File: config.mk
export PLATFORM = sky130hd
export DESIGN_NAME = ht4_lane
export DESIGN_NICKNAME = d
export VERILOG_FILES = /design/src/design/ht4_pkg.sv /design/src/design/ht4_lane.sv
export SDC_FILE = /design/constraint.sdc
export NUM_CORES = 2
export LEC_CHECK = 0
export BUFFER_PORTS_ARGS = -buffer_cell sky130_fd_sc_hd__buf_2
export CAP_MARGIN = 0
export CORE_MARGIN = 1
export CORE_UTILIZATION = 60
export CTS_CLUSTER_DIAMETER = 100
export DETAILED_ROUTE_END_ITERATION = 10
export PLACE_DENSITY_LB_ADDON = 0.05
export SLEW_MARGIN = 30
export SYNTH_ARGS = -nofsm -noshare
export SYNTH_HDL_FRONTEND = slang
export SYNTH_SLANG_ARGS = --single-unit
File: constraint.sdc
create_clock -name clk -period 8.3 [get_ports clk]
set_input_delay 1.245 -clock clk [delete_from_list [all_inputs] [get_ports clk]]
set_output_delay 1.245 -clock clk [all_outputs]
set_load 0.05 [all_outputs]
File: src/design/ht4_pkg.sv
// shared constants, types and sine table for the 4x4 transform unit
package ht4_pkg;

  localparam int FRAC_BITS = 16;

  localparam logic [2:0] OP_LOAD      = 3'd0;
  localparam logic [2:0] OP_ROTATE    = 3'd1;
  localparam logic [2:0] OP_TRANSLATE = 3'd2;
  localparam logic [2:0] OP_XFORM     = 3'd3;
  localparam logic [2:0] OP_READ      = 3'd4;

  localparam logic signed [31:0] S32_MAX = 32'sh7fffffff;
  localparam logic signed [31:0] S32_MIN = -32'sh7fffffff - 32'sd1;
  localparam logic signed [31:0] ONE_FX  = 32'sd1 <<< FRAC_BITS;

  // one lane operand pair
  typedef struct packed {
    logic signed [31:0] a;
    logic signed [31:0] b;
  } lane_in_t;

  // fixed-point product, floor shift (arithmetic shift floors)
  function automatic logic signed [47:0] fmul(input logic signed [31:0] a,
                                              input logic signed [31:0] b);
    logic signed [63:0] p;
    p = 64'(a) * 64'(b);
    return 48'(p >>> FRAC_BITS);
  endfunction

  function automatic logic signed [31:0] sat32(input logic signed [49:0] v);
    if (v > 50'(S32_MAX)) return S32_MAX;
    else if (v < 50'(S32_MIN)) return S32_MIN;
    else return 32'(v);
  endfunction

  // sin of 0..90 degrees rounded, unsigned Q1.16
  function automatic logic [16:0] sin_q1(input logic [6:0] d);
    logic [16:0] t [0:90];
    t = '{17'd0, 17'd1144, 17'd2287, 17'd3430, 17'd4572, 17'd5712, 17'd6850,
          17'd7987, 17'd9121, 17'd10252, 17'd11380, 17'd12505, 17'd13626,
          17'd14742, 17'd15855, 17'd16962, 17'd18064, 17'd19161, 17'd20252,
          17'd21336, 17'd22415, 17'd23486, 17'd24550, 17'd25607, 17'd26656,
          17'd27697, 17'd28729, 17'd29753, 17'd30767, 17'd31772, 17'd32768,
          17'd33754, 17'd34729, 17'd35693, 17'd36647, 17'd37590, 17'd38521,
          17'd39441, 17'd40348, 17'd41243, 17'd42126, 17'd42995, 17'd43852,
          17'd44695, 17'd45525, 17'd46341, 17'd47143, 17'd47930, 17'd48703,
          17'd49461, 17'd50203, 17'd50931, 17'd51643, 17'd52339, 17'd53020,
          17'd53684, 17'd54332, 17'd54963, 17'd55578, 17'd56175, 17'd56756,
          17'd57319, 17'd57865, 17'd58393, 17'd58903, 17'd59396, 17'd59870,
          17'd60326, 17'd60764, 17'd61183, 17'd61584, 17'd61966, 17'd62328,
          17'd62672, 17'd62997, 17'd63303, 17'd63589, 17'd63856, 17'd64104,
          17'd64332, 17'd64540, 17'd64729, 17'd64898, 17'd65048, 17'd65177,
          17'd65287, 17'd65376, 17'd65446, 17'd65496, 17'd65526, 17'd65536};
    return (d > 7'd90) ? 17'd0 : t[d];
  endfunction

  // sin of any 10-bit angle, reduced modulo 360
  function automatic logic signed [31:0] sin_deg(input logic [9:0] a_in);
    logic [9:0] a;
    a = (a_in >= 10'd720) ? a_in - 10'd720 :
        (a_in >= 10'd360) ? a_in - 10'd360 : a_in;
    if (a <= 10'd90) return 32'(sin_q1(7'(a)));
    else if (a <= 10'd180) return 32'(sin_q1(7'(10'd180 - a)));
    else if (a <= 10'd270) return -32'(sin_q1(7'(a - 10'd180)));
    else return -32'(sin_q1(7'(10'd360 - a)));
  endfunction

endpackage

File: src/design/ht4_lane.sv
// one multiply lane: registered fixed-point product
module ht4_lane import ht4_pkg::*; (
  input  logic               clk,
  input  lane_in_t           opnd,
  output logic signed [47:0] prod
);

  // product register
  always_ff @(posedge clk) begin
    prod <= fmul(opnd.a, opnd.b);
  end

endmodule

==> results.cfg <==
[status]
status = finished clean

[final_layout]
final_layout_size_suffix_gt1_share_pct = 10.38
syn_to_final_growth_pct = 9.169
nFillCells = 4924
stdcell_area_um2 = 39850
final_nets = 5332
largest_reg_flops = 48
final_cells = 4795
top_regs = prod x48
top_register = prod
post-route-util_pct = 66.15

[yosys]
avgSynthCellArea_um2 = 9.556
synth.top_cell.area_share_pct = 59.28
synth_edf_count = 0
ys_seq_area_share_pct = 2.632
synthArstFlopShare_pct = 0
ys_top_cells_by_area = fa_1, inv_1, and2_1
synthMostInstantiatedCell = fa_1
syn_nets = 5146
synth_ff_type = dfxtp_1
syn_area_um2 = 36500
synth_common_cells = fa_1, inv_1, nand2_1
synth_seq_cells = 48
synth_warnings = 0
synth.distinct_cells = 54
yosysTopAreaCell = fa_1
syn_inst = 3820

[floorplanning]
rows = 90
core_area_um2 = 60250
die-height_um = 248.7
die_w_um = 248.7
die-area_um2 = 61830
initial_utilization_pct = 60.59
boundaryPins = 113

[setup_path]
cp_common_cell = fa_1
crit_path_start_kind = primary input
path_cells = buf_2 -> buf_4 -> and2_1 -> fa_1 -> fa_1 -> inv_1 -> fa_1 -> fa_1 -> inv_1 -> fa_1 -> fa_1 -> fa_1 -> fa_1 -> ha_1 -> a21o_1 -> a31oi_2 -> o2bb2ai_1 -> a311oi_2 -> o2111ai_1 -> o21ai_2 -> o21ai_0 -> buf_4 -> a211o_1 -> o311ai_1
critPathRequiredTime_ns = 8.50
end_kind = flip-flop
slowest_delay_ns = 0.60
cpMaxStageDelayCell = fa_1
cp.arrival_ns = 8.29
cp_max_fo = 11
critical_path_class = in -> reg
critical-path-top-delay-family = adder cells
critical_path_buf_inv_count = 5

[timing]
finalCritPeriodShare_pct = 97.43
rsz0062_at_grt = true
min_period_ns = 8.087
slew_violations = 0
finalSetupViolations = 0
fmax_mhz = 123.7
max_slew.worst_pin.slew_ns = 0.5339
hold_viol_final = 0
relSlewSlack_pct = 64.41
setup_ws_ns = 0.2131

[clock_network]
cts_root_buf = clkbuf_16
cts_buffer_depth = 2
path_clk_slew_ns = 0.06
cts_made_buffers = 5
cts.sink_count = 48
cts_tree = yes
ctsHtreeMaxLevel = 2

[grt]
grt_util_all_layers_pct = 33.19
antenna_found_initial = 7
grt_max_degree = 33
grt_pass1_vias = 29413
grt_pass1_wl_mm = 158.0
overflow = 0

[place]
pre_cts_ws_ns = -0.2628
numPortBuffers = 112
dp.cells = 4780
placed_area_um2 = 39520
gp_congestion = 0.9479
dp_hpwl_mm = 87.71

[route]
dr.pass1.iters = 5
drc = 0
drtAntennaViolNets = 0
drtIter0Drc = 1546
wl_per_cell_um = 20.15
wirelength_mm = 96.61
via_per_inst = 5.387
dr_total_vias = 25830

[job]
drv_cap = 0

[min_path]
min_path_type = reg -> out
[final timing paths]
path	startpoint	endpoint	slack, ns	cells after the start
worst min-delay path	prod[17]$_DFF_P_	prod[17]	2.02	1
worst max-delay path	opnd[49]	prod[46]$_DFF_P_	0.21	24
[layout by cell type (no fill, tap or decap), types with 25 or more instances in the layout]
master and n:
o21ai_0 25, dfxtp_1 48, xnor2_1 40, ha_1 178
fa_1 1077, buf_2 91, nor2_1 46, nand2_1 513
and2_1 512, inv_1 948, buf_4 256, a21oi_1 46
[stage by stage]
stage / hold slack (ns) / TNS, ns
global route: 2.040 / -0.02473
finish: 2.018 / 0
floorplan: 1.685 / 0
global placement: 1.714 / -0.6283
CTS: 2.025 / 0
detailed placement: 1.714 / -2.289
[metal layers]
metal | vias up | track usage [%] | part of all wire [%]
li1 | 11181 | - | -
met1 | 13605 | 41.82 | 38
met2 | 803 | 59.20 | 53
met3 | 241 | 3.339 | 4.6
met4 | 0 | 12.85 | 4.6
met5 | - | 0 | 0
[kinds of logic after synthesis]
kind of cell | after synthesis | synth area share (%)
buf+inv | 1155 | 11.88
flops | 48 | 2.632
xor+xnor | 63 | 1.512
fa+ha+maj | 1261 | 65.45
compound gates | 153 | 2.824
simple gates | 1140 | 15.70
[what timing repair did]
action / in CTS / in global routing
endpoints found under the hold margin: 0 / 0
gates resized for setup: 0 / 41
hold buffers: 0 / 0
endpoints found under the setup margin: 0 / 24
setup buffers: 0 / 1
[area by class of cell]
class | count | area (µm²) | area share [%]
inverters | 950 | 3566 | 8.948
clock buffers | 5 | 125.1 | 0.3140
well taps | 782 | 978.4 | 2.455
repair buffers | 384 | 2875 | 7.215
clock inverters | 2 | 60.06 | 0.1507
multi-input cells | 2617 | 31270 | 78.46
flip-flops and latches | 48 | 960.9 | 2.411
diodes | 7 | 17.52 | 0.04396
Power is not shown: default switching activity piles up to over one toggle a cycle in this logic, so the estimate is an artifact.
