## config.mk

```make
export PLATFORM = sky130hd
export DESIGN_NAME = ht4_merge
export DESIGN_NICKNAME = d
export VERILOG_FILES = /design/src/design/ht4_pkg.sv /design/src/design/ht4_merge.sv
export SDC_FILE = /design/constraint.sdc
export NUM_CORES = 1
export LEC_CHECK = 0
export BUFFER_PORTS_ARGS = -buffer_cell sky130_fd_sc_hd__buf_2
export CAP_MARGIN = 30
export CORE_MARGIN = 4
export CORE_UTILIZATION = 47
export DETAILED_ROUTE_END_ITERATION = 10
export GPL_ROUTABILITY_DRIVEN = 1
export PLACE_DENSITY = 0.88
export SLEW_MARGIN = 20
export SYNTH_ARGS = -nofsm -noshare
export SYNTH_HDL_FRONTEND = slang
export SYNTH_SLANG_ARGS = --single-unit
```

## constraint.sdc

```tcl
create_clock -name vclk -period 5.6
set_input_delay 0.84 -clock vclk [all_inputs]
set_output_delay 0.84 -clock vclk [all_outputs]
set_load 0.02 [all_outputs]
```

## src/design/ht4_pkg.sv

```systemverilog
// shared constants, types and sine table for the 4x4 transform unit
package ht4_pkg;

  localparam int FRAC_BITS = 16;

  localparam logic [2:0] OP_LOAD      = 3'd0;
  localparam logic [2:0] OP_ROTATE    = 3'd1;
  localparam logic [2:0] OP_TRANSLATE = 3'd2;
  localparam logic [2:0] OP_XFORM     = 3'd3;
  localparam logic [2:0] OP_READ      = 3'd4;

  localparam logic signed [31:0] S32_MAX = 32'sh7fffffff;
  localparam logic signed [31:0] S32_MIN = -32'sh7fffffff - 32'sd1;
  localparam logic signed [31:0] ONE_FX  = 32'sd1 <<< FRAC_BITS;

  // one lane operand pair
  typedef struct packed {
    logic signed [31:0] a;
    logic signed [31:0] b;
  } lane_in_t;

  // fixed-point product, floor shift (arithmetic shift floors)
  function automatic logic signed [47:0] fmul(input logic signed [31:0] a,
                                              input logic signed [31:0] b);
    logic signed [63:0] p;
    p = 64'(a) * 64'(b);
    return 48'(p >>> FRAC_BITS);
  endfunction

  function automatic logic signed [31:0] sat32(input logic signed [49:0] v);
    if (v > 50'(S32_MAX)) return S32_MAX;
    else if (v < 50'(S32_MIN)) return S32_MIN;
    else return 32'(v);
  endfunction

  // sin of 0..90 degrees rounded, unsigned Q1.16
  function automatic logic [16:0] sin_q1(input logic [6:0] d);
    logic [16:0] t [0:90];
    t = '{17'd0, 17'd1144, 17'd2287, 17'd3430, 17'd4572, 17'd5712, 17'd6850,
          17'd7987, 17'd9121, 17'd10252, 17'd11380, 17'd12505, 17'd13626,
          17'd14742, 17'd15855, 17'd16962, 17'd18064, 17'd19161, 17'd20252,
          17'd21336, 17'd22415, 17'd23486, 17'd24550, 17'd25607, 17'd26656,
          17'd27697, 17'd28729, 17'd29753, 17'd30767, 17'd31772, 17'd32768,
          17'd33754, 17'd34729, 17'd35693, 17'd36647, 17'd37590, 17'd38521,
          17'd39441, 17'd40348, 17'd41243, 17'd42126, 17'd42995, 17'd43852,
          17'd44695, 17'd45525, 17'd46341, 17'd47143, 17'd47930, 17'd48703,
          17'd49461, 17'd50203, 17'd50931, 17'd51643, 17'd52339, 17'd53020,
          17'd53684, 17'd54332, 17'd54963, 17'd55578, 17'd56175, 17'd56756,
          17'd57319, 17'd57865, 17'd58393, 17'd58903, 17'd59396, 17'd59870,
          17'd60326, 17'd60764, 17'd61183, 17'd61584, 17'd61966, 17'd62328,
          17'd62672, 17'd62997, 17'd63303, 17'd63589, 17'd63856, 17'd64104,
          17'd64332, 17'd64540, 17'd64729, 17'd64898, 17'd65048, 17'd65177,
          17'd65287, 17'd65376, 17'd65446, 17'd65496, 17'd65526, 17'd65536};
    return (d > 7'd90) ? 17'd0 : t[d];
  endfunction

  // sin of any 10-bit angle, reduced modulo 360
  function automatic logic signed [31:0] sin_deg(input logic [9:0] a_in);
    logic [9:0] a;
    a = (a_in >= 10'd720) ? a_in - 10'd720 :
        (a_in >= 10'd360) ? a_in - 10'd360 : a_in;
    if (a <= 10'd90) return 32'(sin_q1(7'(a)));
    else if (a <= 10'd180) return 32'(sin_q1(7'(10'd180 - a)));
    else if (a <= 10'd270) return -32'(sin_q1(7'(a - 10'd180)));
    else return -32'(sin_q1(7'(10'd360 - a)));
  endfunction

endpackage

```

## src/design/ht4_merge.sv

```systemverilog
// merging stage: sums four lane products and saturates
module ht4_merge import ht4_pkg::*; (
  input  logic signed [47:0] p0,
  input  logic signed [47:0] p1,
  input  logic signed [47:0] p2,
  input  logic signed [47:0] p3,
  output logic signed [31:0] sum
);

  // exact sum then clamp
  always_comb begin
    sum = sat32(50'(p0) + 50'(p1) + 50'(p2) + 50'(p3));
  end

endmodule

```

==> results.json, run 1 <==
{
  "pwr-share-comb": 1.000,
  "first_pass_iters": 6,
  "violations": "negative setup slack",
  "fmax_mhz": 153,
  "slew_violations": 0,
  "fp-row-count": 41,
  "hold_class": "in2out",
  "synth_area_per_cell_sq_um": 7.38,
  "fin_crit_ps": 6520,
  "rsz0062_at_grt": "true",
  "ys_warn_count": 0,
  "leakage_nw": 5.26,
  "synth_most_common_cell": "inv_1",
  "layout-drive-gt1-share": 0.442,
  "worst_setup_path_start_kind": "input port",
  "seq_cell_count": 0,
  "synth.top_cell.area_share": 0.318,
  "synth_cell_types": 60,
  "met2_usage": 0.532,
  "intPower_mw": 2.48,
  "dpl.cell_count": 1372,
  "setup_viol": 32,
  "status": "finished with violations",
  "fp.dieArea_sq_mm": 0.0149,
  "vdd_ir_drop_max_v": 0.000344,
  "via_count": 7496,
  "place.gp.congestion": 0.957,
  "end_kind": "output port",
  "fillers": 820,
  "fp.dieW_um": 122,
  "drtIter0Drc": 508,
  "io_pins": 224,
  "fin_util": 0.783,
  "final-seq-area_sq_um": 0,
  "yosysSeqAreaShare": 0,
  "grt_max_degree": 10,
  "instances_no_fill": 1388,
  "ant_nets": 0,
  "core_sq_mm": 0.0127,
  "cp.required_ps": 4760,
  "grt_use_met3": 0.0353,
  "worst_slew_pin_slew_ps": 588,
  "seqPwrFrac": 0,
  "dp_hpwl_um": 16900,
  "met1_usage": 0.320,
  "pre_cts_slack_ps": -916,
  "nets": 1556,
  "diodes": 0,
  "start_util": 0.481,
  "portBuffers": 224,
  "critPathKind": "in2out",
  "fin_ws_ps": -923,
  "slew_headroom": 0.604,
  "switching_power_mw": 2.70,
  "fin_crit_sh": 1.16,
  "hold_viol_final": 0,
  "gr-total-overflow": 0,
  "syn_inst": 826,
  "worstPathArrival_ps": 5680,
  "grtUsageTotal": 0.283,
  "synthTopCellsByCount": "inv_1, fa_1, a21oi_1, nand2_1, ha_1",
  "clkbuf_count": 0,
  "antenna_found_initial": 0,
  "p_per_area_mw_per_mm2": 522,
  "syn_to_final_growth_pct": 62.6,
  "wirelength_um": 23300,
  "synth.area.top_cells": "fa_1, inv_1, ha_1, a21oi_1, nand2_1",
  "grt_pass1_vias": 7776,
  "maxCapViolCount": 0,
  "avgRoutedWirePerCell_um": 16.8,
  "syn_area_sq_mm": 0.00610,
  "yosys.area.top_type": "fa_1",
  "hold_slack_ps": 2220,
  "dieHeight_um": 122,
  "drc_errors": 0,
  "grt_busiest_layer": "met2",
  "cp_max_fo": 7,
  "switching_share": 0.520,
  "vias_per_cell": 5.40,
  "syn_nets": 1164,
  "holdBufCountCts": 0,
  "grt_pass1_wl_um": 34500,
  "power_frac_clock": 0
}
[layer usage]
layer  routed length [um]  up-vias
li1                     -     3441
met3                 1630      139
met2                12000      417
met5                    0        -
met4                 1450        0
met1                 8230     3499
[power groups by stage]
stage	logic, mW	registers, mW	clock network, mW
after global placement	3.91	0	0
final	5.18	0	0
after floorplan	2.49	0	0
after detailed placement	4.01	0	0
after CTS	4.81	0	0
after global routing	5.49	0	0
[stage by stage]
| step | area, sq um | setup TNS [ps] | power [mW] |
|---|---|---|---|
| floorplan | 6470 | -8150 | 2.49 |
| global placement | 9020 | -25790 | 3.91 |
| detailed placement | 9020 | -26700 | 4.01 |
| CTS | 9620 | -18960 | 4.81 |
| global route | 9920 | -32400 | 5.49 |
| finish | 9920 | -27430 | 5.18 |
[logic make-up after synthesis]
family                     after synthesis  synth area share
AOI/OAI and AO/OA                      214             0.225
xor gates and xnor gates                39            0.0560
adders and majority gates              146             0.419
buffers and inverters                  264             0.169
muxes                                    1           0.00164
and+or+nand+nor                        162             0.130
[path summary, 6_finish.rpt]
| path | start | end | cells past startpoint |
|---|---|---|---|
| setup / recovery | p2[14] | sum[7] | 20 |
| hold / removal | p3[0] | sum[0] | 5 |
[final cells by class]
type / instances / area, sq um / share of cell area
well taps: 172 / 215 / 0.0217
inverters: 238 / 906 / 0.0913
repair buffers: 416 / 2960 / 0.299
multi-input cells: 562 / 5830 / 0.588
[cell usage in the layout (no fill, tap or decap), types with 8 or more instances in the layout]
cell type and count:
o21ai_0 27, nor2_1 36, o21ai_4 26, buf_6 43
xor2_1 19, o21a_1 9, ha_4 11, inv_2 16
fa_1 94, buf_4 175, buf_2 187, a21oi_1 43
a21oi_2 16, o21ai_1 8, nor3_1 8, nand4_1 20
nand2_1 47, ha_1 37, inv_1 219, and3_1 10
xnor2_1 16, buf_12 8, a21o_1 12, o21bai_1 9
o21ai_2 8
[what timing repair did]
action                                  4_1_cts  5_1_grt
hold endpoints to repair                      0        0
resized for setup                           110       62
endpoints found under the setup margin       31       32
setup buffers                                 7        7
pin swaps                                    37       28
gates cloned                                  3        0
[worst max-delay path, stage by stage]
cell and delay [ps]:
buf_2 80, inv_2 30, fa_1 520, fa_1 540, inv_1 50, ha_1 300, buf_4 180, a21oi_2 220
o21ai_0 270, o31a_1 350, o2111a_2 300, or3_4 370, a2111oi_4 280, and3_1 200, nand4_1 170, o41ai_4 390
buf_6 200, buf_12 150, o21ai_2 80, buf_6 140
(Power assumes the default switching activity.)
==> run 2: changes to the inputs <==
--- a/config.mk
+++ b/config.mk
@@ -11,7 +11,7 @@
 export CORE_UTILIZATION = 47
 export DETAILED_ROUTE_END_ITERATION = 10
 export GPL_ROUTABILITY_DRIVEN = 1
-export PLACE_DENSITY = 0.88
+export PLACE_DENSITY = 0.85
 export SLEW_MARGIN = 20
 export SYNTH_ARGS = -nofsm -noshare
 export SYNTH_HDL_FRONTEND = slang
==> constraint.sdc (replaced) <==
create_clock -name vclk -period 8.3
set_input_delay 1.245 -clock vclk [all_inputs]
set_output_delay 1.245 -clock vclk [all_outputs]
set_load 0.02 [all_outputs]
==> results.json, run 2 (same netlist as run 1, synthesis figures left out) <==
{
  "status": "completed",
  "first_pass_iters": 5,
  "switching_power_mw": 1.20,
  "intPower_mw": 0.709,
  "layout-drive-gt1-share": 0.232,
  "nets": 1368,
  "setup_viol": 0,
  "maxCapViolCount": 0,
  "io_pins": 224,
  "hold_viol_final": 0,
  "instances_no_fill": 1200,
  "worst_slew_pin_slew_ps": 557,
  "cpPeakStageDelay_ps": 530,
  "fin_ws_ps": 748,
  "holdBufCountCts": 0,
  "syn_to_final_growth_pct": 20.3,
  "cp_cell_sequence": "buf_2 -> inv_1 -> fa_1 -> fa_1 -> inv_1 -> ha_1 -> a21o_1 -> a31oi_1 -> a21oi_1 -> o41a_1 -> a21oi_1 -> o21ai_1 -> xnor2_1 -> or4_1 -> nor4_1 -> a41oi_2 -> buf_4 -> o21ai_1 -> buf_2",
  "fin_crit_ps": 7550,
  "path_buf_inv": 5,
  "pre_cts_slack_ps": 854,
  "cp.required_ps": 7050,
  "setup_tns_ps": 0,
  "p_per_area_mw_per_mm2": 260,
  "fp.dieW_um": 122,
  "slew_headroom": 0.625,
  "grt_pass1_vias": 6133,
  "grt_max_degree": 18,
  "core_sq_mm": 0.0127,
  "leakage_nw": 4.12,
  "drc_errors": 0,
  "gr-total-overflow": 0,
  "drtIter0Drc": 366,
  "antenna_found_initial": 0,
  "seq_cell_count": 0,
  "ant_nets": 0,
  "final-seq-area_sq_um": 0,
  "clkbuf_count": 0,
  "seqPwrFrac": 0,
  "switching_share": 0.628,
  "diodes": 0,
  "dpl.cell_count": 1200,
  "critPathSlowestCell": "fa_1",
  "fp.dieArea_sq_mm": 0.0149,
  "portBuffers": 224,
  "cp_max_fo": 14,
  "cts_resized": 0,
  "critPathKind": "in2out",
  "vdd_ir_drop_max_v": 0.000213,
  "rsz0062_at_grt": "false",
  "grtUsageTotal": 0.208,
  "vias_per_cell": 5.14,
  "grt_pass1_wl_um": 26500,
  "fin_area_sq_mm": 0.00734,
  "avgRoutedWirePerCell_um": 13.0,
  "fmax_mhz": 132,
  "start_util": 0.481,
  "hold_class": "in2out",
  "placed_cell_area_sq_mm": 0.00734,
  "dieHeight_um": 122,
  "fin_crit_sh": 0.910,
  "final_common_cell": "inv_1",
  "power_frac_clock": 0,
  "place.gp.congestion": 0.912,
  "cp_top_family": "compound AO/OA/AOI/OAI gates",
  "worst_setup_path_start_kind": "input port",
  "worstPathArrival_ps": 6310,
  "slew_violations": 0,
  "pwr-share-comb": 1.000,
  "post_cts_buffers": 0,
  "wirelength_um": 15600,
  "end_kind": "output port",
  "via_count": 6168,
  "mostFrequentLayoutCells": "inv_1, buf_2, fa_1, a21oi_1, nand2_1",
  "dp_hpwl_um": 14100,
  "fp-row-count": 41,
  "fillers": 1209
}
==> run 2: path summary, 6_finish.rpt <==
| path | end | start | slack (ps) | cells after the start |
|---|---|---|---|---|
| max | sum[28] | p0[5] | 750 | 19 |
| min | sum[0] | p3[0] | 3030 | 5 |
==> run 2: layout make-up <==
| type | count | area [sq um] | area share |
|---|---|---|---|
| multi-input combinational | 562 | 5080 | 0.692 |
| inverter | 238 | 893 | 0.122 |
| timing repair buffer | 228 | 1150 | 0.157 |
| tap | 172 | 215 | 0.0293 |
==> run 2: layer usage <==
layer  wire length, um  vias to the layer above  track usage
met3              1140                       23       0.0200
met4               187                        0       0.0224
li1                  -                     3066            -
met5                 0                        -            0
met2              7760                      231        0.383
met1              6520                     2848        0.273
==> run 2: tightest hold or removal path, delay by kind of cell <==
family | cells | cell delay [ps]
buffers and inverters | 3 | 290
AOI/OAI and AO/OA | 1 | 120
adders and majority gates | 1 | 130
==> run 2: power by group through the flow <==
stage,clock [mW],sequential (mW),combinational [mW]
finish,0,0,1.91
global route,0,0,2.12
CTS,0,0,1.90
detailed placement,0,0,1.89
global placement,0,0,1.87
floorplan,0,0,1.39
==> run 2: per-stage QoR <==
step                power, mW  hold WS (ps)   util
finish                   1.91          3030  0.579
global route             2.12          3050  0.579
CTS                      1.90          3040  0.579
detailed placement       1.89          3040  0.579
global placement         1.87          3030  0.579
floorplan                1.39          2890      -
